**config.mk**
```make
export PLATFORM = sky130hd
export DESIGN_NAME = seconds_to_calendar_date
export DESIGN_NICKNAME = d
export VERILOG_FILES = /design/src/hw/rtl/stc_pkg.sv /design/src/hw/rtl/stc_month_lookup.sv /design/src/hw/rtl/seconds_to_calendar_date.sv
export SDC_FILE = /design/constraint.sdc
export NUM_CORES = 2
export LEC_CHECK = 0
export BUFFER_PORTS_ARGS = -buffer_cell sky130_fd_sc_hd__buf_2
export CORE_UTILIZATION = 63
export DETAILED_ROUTE_END_ITERATION = 12
export HOLD_SLACK_MARGIN = 0.12
export MAX_ROUTING_LAYER = met4
export PLACE_DENSITY = 0.91
export SYNTH_ARGS = -nofsm -noshare
export SYNTH_HDL_FRONTEND = slang
export SYNTH_SLANG_ARGS = --single-unit
```
**constraint.sdc**
```tcl
create_clock -name aclk -period 9.49 [get_ports aclk]
set_input_delay 1.4235 -clock aclk [delete_from_list [all_inputs] [get_ports aclk]]
set_output_delay 1.4235 -clock aclk [all_outputs]
set_load 0.05 [all_outputs]
```
**src/hw/rtl/stc_pkg.sv**
```systemverilog
package stc_pkg;

    // Pipeline depth from input transfer to output register.
    localparam int NUM_STAGES = 6;

    // Exact reciprocal multipliers: floor(x / d) = (x * Recip) >> Shift
    // for every x the datapath can present at that point.
    localparam logic [25:0] DAY_RECIP   = 26'd50903317;  // 1/675, x < 2^25
    localparam logic [9:0]  DAY_UNIT    = 10'd675;       // 86400 / 128
    localparam logic [15:0] YEAR_RECIP  = 16'd45965;     // 1/365, x < 2^16
    localparam logic [16:0] WEEK_RECIP  = 17'd74899;     // 1/7
    localparam logic [17:0] MIN_RECIP   = 18'd139811;    // 1/60, x < 86400
    localparam logic [11:0] HOUR_RECIP  = 12'd2185;      // 1/60, x < 1440

    localparam logic [8:0]  DAYS_PER_YEAR   = 9'd365;
    localparam logic [2:0]  EPOCH_WEEKDAY   = 3'd4;      // epoch day is a Thursday
    localparam logic [7:0]  EPOCH_YEAR_OFF  = 8'd70;     // 1970 - 1900
    localparam logic [7:0]  SKIP_LEAP_OFF   = 8'd131;    // year - 1 reaches 2100
    localparam logic [7:0]  NO_LEAP_YEAR    = 8'd200;    // 2100, not a leap year
    localparam logic [5:0]  SECS_PER_MIN    = 6'd60;

    // Month pick handed from the lookup to the pipeline.
    typedef struct packed {
        logic [3:0] month;
        logic [8:0] start;
    } month_sel_t;

    // Zero-based day of year on which month m begins.
    function automatic logic [8:0] month_start(input logic [3:0] m, input logic leap);
        logic [8:0] base;
        case (m)
            4'd0:    base = 9'd0;
            4'd1:    base = 9'd31;
            4'd2:    base = 9'd59;
            4'd3:    base = 9'd90;
            4'd4:    base = 9'd120;
            4'd5:    base = 9'd151;
            4'd6:    base = 9'd181;
            4'd7:    base = 9'd212;
            4'd8:    base = 9'd243;
            4'd9:    base = 9'd273;
            4'd10:   base = 9'd304;
            4'd11:   base = 9'd334;
            default: base = 9'd0;
        endcase
        return base + 9'((m >= 4'd2) && leap);
    endfunction

endpackage

```
**src/hw/rtl/stc_month_lookup.sv**
```systemverilog
module stc_month_lookup (
    input  logic               [8:0] day_idx,
    input  logic                     leap,
    output stc_pkg::month_sel_t      sel
);
    import stc_pkg::*;

    // Compare against every month start in parallel; the last one passed wins.
    always_comb begin
        logic [8:0] first;
        sel.month = 4'd0;
        sel.start = 9'd0;
        for (int m = 1; m < 12; m++) begin
            first = month_start(4'(m), leap);
            if (day_idx >= first) begin
                sel.month = 4'(m);
                sel.start = first;
            end
        end
    end

endmodule

```
**src/hw/rtl/seconds_to_calendar_date.sv**
```systemverilog
// Calendar decoder for a 32-bit count of seconds since 1970-01-01 00:00:00.
//
// Input channel s_*: one seconds count per transfer (s_valid / s_ready).
// Output channel m_*: weekday, years since 1900, 1-based day of year, month,
// day of month, hour, minute and second of that count (m_valid / m_ready).
// Every input gives exactly one output, in order.
//
// Throughput: one item per cycle unless the output stalls; each stage holds
// reciprocal multiplications or add/compare steps, with a valid bit beside
// it.
//
// Stall: a full stage holds while its successor cannot load. s_ready drops only when
// all six stages hold data and m_ready is low; outputs hold until taken.
//
// Reset: aresetn low (synchronous) empties the pipeline; m_valid goes low.
module seconds_to_calendar_date (
    input  logic        aclk,
    input  logic        aresetn,
    input  logic        s_valid,
    output logic        s_ready,
    input  logic [31:0] s_seconds_count,
    output logic        m_valid,
    input  logic        m_ready,
    output logic [2:0]  m_week_day,
    output logic [7:0]  m_years_since_1900,
    output logic [8:0]  m_day_of_year,
    output logic [3:0]  m_month_index,
    output logic [4:0]  m_month_day,
    output logic [4:0]  m_hour_of_day,
    output logic [5:0]  m_minute_of_hour,
    output logic [5:0]  m_second_of_minute
);
    import stc_pkg::*;

    logic [NUM_STAGES-1:0] valid_reg;
    logic [NUM_STAGES-1:0] valid_next;
    logic [NUM_STAGES-1:0] valid_in;
    logic [NUM_STAGES-1:0] stage_ready;

    // Stage enables: a stage loads when empty or when its successor loads.
    always_comb begin
        stage_ready[NUM_STAGES-1] = !valid_reg[NUM_STAGES-1] || m_ready;
        for (int i = NUM_STAGES - 2; i >= 0; i--) begin
            stage_ready[i] = !valid_reg[i] || stage_ready[i+1];
        end
    end

    assign valid_in = {valid_reg[NUM_STAGES-2:0], s_valid};

    always_comb begin
        for (int i = 0; i < NUM_STAGES; i++) begin
            valid_next[i] = stage_ready[i] ? valid_in[i] : valid_reg[i];
        end
    end

    always_ff @(posedge aclk) begin
        if (!aresetn) begin
            valid_reg <= '0;
        end else begin
            valid_reg <= valid_next;
        end
    end

    // Stage 1: day count = (seconds / 128) / 675.
    logic [50:0] day_prod;
    logic [15:0] day1_next, day1_reg;
    logic [16:0] tlow1_next, tlow1_reg;

    assign day_prod   = 51'(s_seconds_count[31:7]) * 51'(DAY_RECIP);
    assign day1_next  = day_prod[50:35];
    assign tlow1_next = s_seconds_count[16:0];

    always_ff @(posedge aclk) begin
        if (stage_ready[0]) begin
            day1_reg  <= day1_next;
            tlow1_reg <= tlow1_next;
        end
    end

    // Stage 2: time of day, year offset estimate, weekday quotient.
    logic [25:0] unit_prod;
    logic [9:0]  unit_rem;
    logic [31:0] year_prod;
    logic [16:0] wk_sum;
    logic [33:0] wk_prod;
    logic [16:0] tod2_next, tod2_reg;
    logic [7:0]  yoff2_next, yoff2_reg;
    logic [2:0]  wkq2_next, wkq2_reg;
    logic [2:0]  wks2_next, wks2_reg;
    logic [15:0] day2_reg;

    assign unit_prod  = 26'(day1_reg) * 26'(DAY_UNIT);
    assign unit_rem   = tlow1_reg[16:7] - unit_prod[9:0];
    assign tod2_next  = {unit_rem, tlow1_reg[6:0]};
    assign year_prod  = 32'(day1_reg) * 32'(YEAR_RECIP);
    assign yoff2_next = year_prod[31:24];
    assign wk_sum     = {1'b0, day1_reg} + 17'(EPOCH_WEEKDAY);
    assign wk_prod    = 34'(wk_sum) * 34'(WEEK_RECIP);
    assign wkq2_next  = wk_prod[21:19];
    assign wks2_next  = wk_sum[2:0];

    always_ff @(posedge aclk) begin
        if (stage_ready[1]) begin
            tod2_reg  <= tod2_next;
            yoff2_reg <= yoff2_next;
            wkq2_reg  <= wkq2_next;
            wks2_reg  <= wks2_next;
            day2_reg  <= day1_reg;
        end
    end

    // Stage 3: total minutes of the day, days left after whole years, weekday.
    logic [34:0] min_prod;
    logic [16:0] yr_days;
    logic [5:0]  leap_cnt;
    logic        skip_leap;
    logic [16:0] elapsed;
    logic [16:0] days_diff;
    logic [10:0] mt3_next, mt3_reg;
    logic [9:0]  days3_next, days3_reg;
    logic [2:0]  wday3_next, wday3_reg;
    logic [16:0] tod3_reg;
    logic [7:0]  yoff3_reg;

    assign min_prod   = 35'(tod2_reg) * 35'(MIN_RECIP);
    assign mt3_next   = min_prod[33:23];
    assign yr_days    = 17'(yoff2_reg) * 17'(DAYS_PER_YEAR);
    assign leap_cnt   = 6'((9'(yoff2_reg) + 9'd1) >> 2);
    assign skip_leap  = (yoff2_reg >= SKIP_LEAP_OFF);
    assign elapsed    = yr_days + 17'(leap_cnt) - 17'(skip_leap);
    assign days_diff  = {1'b0, day2_reg} - elapsed;
    assign days3_next = days_diff[9:0];
    assign wday3_next = wks2_reg - 3'(wkq2_reg * 3'd7);

    always_ff @(posedge aclk) begin
        if (stage_ready[2]) begin
            mt3_reg   <= mt3_next;
            days3_reg <= days3_next;
            wday3_reg <= wday3_next;
            tod3_reg  <= tod2_reg;
            yoff3_reg <= yoff2_reg;
        end
    end

    // Stage 4: hour; step the year back once when the day count went negative.
    logic [22:0] hour_prod;
    logic        borrow;
    logic [9:0]  year_len_add;
    logic [9:0]  days_sum;
    logic [4:0]  hour4_next, hour4_reg;
    logic [7:0]  year4_next, year4_reg;
    logic        leap4_next, leap4_reg;
    logic [8:0]  days4_next, days4_reg;
    logic [10:0] mt4_reg;
    logic [5:0]  tod4_reg;
    logic [2:0]  wday4_reg;

    assign hour_prod    = 23'(mt3_reg) * 23'(HOUR_RECIP);
    assign hour4_next   = hour_prod[21:17];
    assign borrow       = days3_reg[9];
    assign year4_next   = yoff3_reg + EPOCH_YEAR_OFF - 8'(borrow);
    assign leap4_next   = (year4_next[1:0] == 2'b00) && (year4_next != NO_LEAP_YEAR);
    assign year_len_add = borrow ? (10'(DAYS_PER_YEAR) + 10'(leap4_next)) : 10'd0;
    assign days_sum     = days3_reg + year_len_add;
    assign days4_next   = days_sum[8:0];

    always_ff @(posedge aclk) begin
        if (stage_ready[3]) begin
            hour4_reg <= hour4_next;
            year4_reg <= year4_next;
            leap4_reg <= leap4_next;
            days4_reg <= days4_next;
            mt4_reg   <= mt3_reg;
            tod4_reg  <= tod3_reg[5:0];
            wday4_reg <= wday3_reg;
        end
    end

    // Stage 5: minute, second, month pick.
    logic [10:0]  hour_mins;
    logic [10:0]  min_diff;
    logic [5:0]   sec_sub;
    month_sel_t   month_sel;
    logic [5:0]   minute5_next, minute5_reg;
    logic [5:0]   second5_next, second5_reg;
    month_sel_t   month5_reg;
    logic [8:0]   days5_reg;
    logic [4:0]   hour5_reg;
    logic [7:0]   year5_reg;
    logic [2:0]   wday5_reg;

    assign hour_mins    = 11'(hour4_reg) * 11'(SECS_PER_MIN);
    assign min_diff     = mt4_reg - hour_mins;
    assign minute5_next = min_diff[5:0];
    assign sec_sub      = mt4_reg[5:0] * SECS_PER_MIN;
    assign second5_next = tod4_reg - sec_sub;

    stc_month_lookup u_month_lookup (
        .day_idx (days4_reg),
        .leap    (leap4_reg),
        .sel     (month_sel)
    );

    always_ff @(posedge aclk) begin
        if (stage_ready[4]) begin
            minute5_reg <= minute5_next;
            second5_reg <= second5_next;
            month5_reg  <= month_sel;
            days5_reg   <= days4_reg;
            hour5_reg   <= hour4_reg;
            year5_reg   <= year4_reg;
            wday5_reg   <= wday4_reg;
        end
    end

    // Stage 6: day of month and day of year; output register.
    logic [8:0] mday_full;
    logic [8:0] yday6_next, yday6_reg;
    logic [4:0] mday6_next, mday6_reg;
    logic [3:0] month6_reg;
    logic [4:0] hour6_reg;
    logic [5:0] minute6_reg;
    logic [5:0] second6_reg;
    logic [7:0] year6_reg;
    logic [2:0] wday6_reg;

    assign mday_full  = days5_reg - month5_reg.start + 9'd1;
    assign mday6_next = mday_full[4:0];
    assign yday6_next = days5_reg + 9'd1;

    always_ff @(posedge aclk) begin
        if (stage_ready[5]) begin
            yday6_reg   <= yday6_next;
            mday6_reg   <= mday6_next;
            month6_reg  <= month5_reg.month;
            hour6_reg   <= hour5_reg;
            minute6_reg <= minute5_reg;
            second6_reg <= second5_reg;
            year6_reg   <= year5_reg;
            wday6_reg   <= wday5_reg;
        end
    end

    assign s_ready            = stage_ready[0];
    assign m_valid            = valid_reg[NUM_STAGES-1];
    assign m_week_day         = wday6_reg;
    assign m_years_since_1900 = year6_reg;
    assign m_day_of_year      = yday6_reg;
    assign m_month_index      = month6_reg;
    assign m_month_day        = mday6_reg;
    assign m_hour_of_day      = hour6_reg;
    assign m_minute_of_hour   = minute6_reg;
    assign m_second_of_minute = second6_reg;

endmodule

```
==> impl_metrics.ini <==
[final_layout]
n_antenna_cell = 0
finalNonFillerCells = 3672
filler_cell_count = 3217
area_delta_synth_final_pct = 6.77
drive_above_1_share_pct = 5.20
nets = 4188

[placed_design]
place_congestion = 0.975
place_inst = 3622
port-buffer-count = 83
hpwl_mm = 57.4

[logic_synthesis]
synth_cells = 2871
yosysSeqAreaShare_pct = 22.7
synthFlopType = edfxtp_1
synth_seq_cells = 246
ys_warn_count = 0
syn_avg_cell_area_um2 = 11.3
synth_area_um2 = 32300
syn_nets = 4080
yosys.cell_types.count = 64
ys_async_sr_fraction_pct = 0
synth_edf_count = 240

[sta]
fin_tns_setup_ns = 0
slew_headroom_pct = 27.1
holdWs_ns = 0.410
fin_skew_ns = 0.0421
period_minus_slack_ns = 7.23
setup_viol = 0
fin_crit_sh_pct = 76.2
drv_slew = 0
fmax_mhz = 138
worst_pin_slew_ns = 1.09
finalHoldViolCount = 0
rsz0062_at_grt = no

[routing]
wl_mm = 69.1
drt-wirelength-per-cell_um = 18.8
postRouteAntennaNets = 0
vias = 20765
first_iter_violations = 1331
drc = 0
dr.pass1.iters = 6
vias_per_cell = 5.65

[die]
fp-row-count = 82
core_um2 = 50400
die_area_um2 = 52200
io_pins = 84
die_y_um = 228
die_width_um = 228
initial_utilization_pct = 64.1

[grt]
grt.overflow.total = 0
grt_max_degree = 47
grt_pass1_vias = 23112
grt_antenna_before_repair = 0
grt_pass1_wl_mm = 114
globalRouteTotalUtil_pct = 28.1

[clock_network]
htreeDepth = 1
clkLatencyLatePin_ns = 0.58
cts_resized = 0
clockBufferDepth = 3
cts-root-buf = clkbuf_16
clk_pin_slew_ns = 0.07
cts.sinks = 246
numCtsBuffers = 27
post_cts_buffers = 0
cts_tree = yes
hold_buffers = 0

[setup_path]
path_max_fanout = 10
startpoint_type = input port
required_ns = 9.82
critPathCaptureType = flop
crit_type = in2reg
cp.arrival_ns = 7.57

[outcome]
run_status = finished clean

[min_path]
hp-class = reg2reg

[job]
cap_violations = 0
[layer usage]
layer	GRT usage, %	routed length (µm)	up-vias
met1	31.3	25800	10204
met4	12.1	3230	0
met2	50.8	36600	749
met3	3.08	3440	253
met5	-	0	-
li1	-	-	9559
[metrics by stage]
stage	worst slack (ns)	cell area [µm²]	utilization (%)
global route	2.05	34500	68.5
finish	2.26	34500	68.5
floorplan	2.32	32300	-
CTS	2.33	34500	68.5
detailed placement	1.71	33600	66.7
global placement	1.85	33600	66.7
[kinds of logic after synthesis]
kind of cell               count (synthesis)  share of synthesized area (%)
and+or+nand+nor                          233                           3.65
AOI/OAI and AO/OA                        270                           5.59
DFF                                      246                           22.7
buffers and inverters                    802                           9.32
xor gates and xnor gates                 147                           3.98
adders and majority gates               1173                           54.8
[cell usage after synthesis (17+ instances only)]
cell type | instances | area share [%]
nor2_1 | 39 | 0.45
nand4_1 | 22 | 0.43
o21ai_0 | 36 | 0.56
fa_1 | 403 | 25
nand3_1 | 26 | 0.40
a21o_1 | 40 | 0.93
inv_1 | 794 | 9.2
a21oi_1 | 86 | 1.3
nor2b_1 | 17 | 0.33
o21bai_1 | 18 | 0.42
ha_1 | 770 | 30
nand2_1 | 60 | 0.70
xnor2_1 | 112 | 3.0
edfxtp_1 | 240 | 22
xor2_1 | 35 | 0.95
[path summary, 6_finish.rpt]
| path | start | cells past startpoint | end | slack [ns] |
|---|---|---|---|---|
| max | s_seconds_count[24] | 21 | day1_reg[15] | 2.26 |
| min | wday4_reg[2] | 0 | wday5_reg[2] | 0.41 |
| max reg2reg | day1_reg[4] | 18 | wkq2_reg[1] | 3.05 |
| min reg2reg | wday4_reg[2] | 0 | wday5_reg[2] | 0.41 |
[cell type report]
class | instances | area, µm² | share of cell area, %
well taps | 672 | 841 | 2.44
flip-flops and latches | 246 | 7330 | 21.2
clock inverters | 21 | 229 | 0.664
clock buffers | 29 | 693 | 2.01
inverters | 794 | 2980 | 8.64
multi-input cells | 1823 | 22000 | 63.7
repair buffers | 87 | 445 | 1.29
[placed cells by master (no fill, tap or decap), drive strengths merged, types with 4 or more instances in the layout]
| master | n |
|---|---|
| inv | 797 |
| nand4 | 23 |
| or2 | 7 |
| nand3 | 26 |
| o21ai | 38 |
| o211ai | 8 |
| edfxtp | 240 |
| nor2b | 17 |
| a31o | 4 |
| a21boi | 4 |
| a31oi | 11 |
| and3 | 11 |
| a21o | 40 |
| nand2 | 60 |
| a21oi | 88 |
| nand2b | 11 |
| nor3 | 16 |
| ha | 770 |
| a211oi | 8 |
| dfxtp | 6 |
| xnor2 | 112 |
| fa | 403 |
| nor2 | 40 |
| o21a | 6 |
| xor2 | 35 |
| nor4 | 7 |
| clkbuf | 29 |
| clkinv | 12 |
| a311oi | 4 |
| o21bai | 18 |
| o31ai | 5 |
| buf | 87 |
| or3 | 5 |
[worst max-delay path: stages]
cell and delay [ns]:
buf_2 0.27, fa_1 0.48, ha_1 0.30, inv_1 0.06, fa_1 0.48, inv_1 0.06
fa_1 0.50, fa_1 0.53, fa_1 0.54, inv_1 0.05, fa_1 0.53, inv_1 0.04
ha_1 0.32, nand2_1 0.08, or3_1 0.37, a221o_1 0.31, a311oi_2 0.46, o211ai_1 0.20
a21oi_1 0.27, o41ai_1 0.13, xnor2_1 0.13
Power is not shown: default switching activity piles up to over one toggle a cycle in this logic, so the estimate is an artifact.
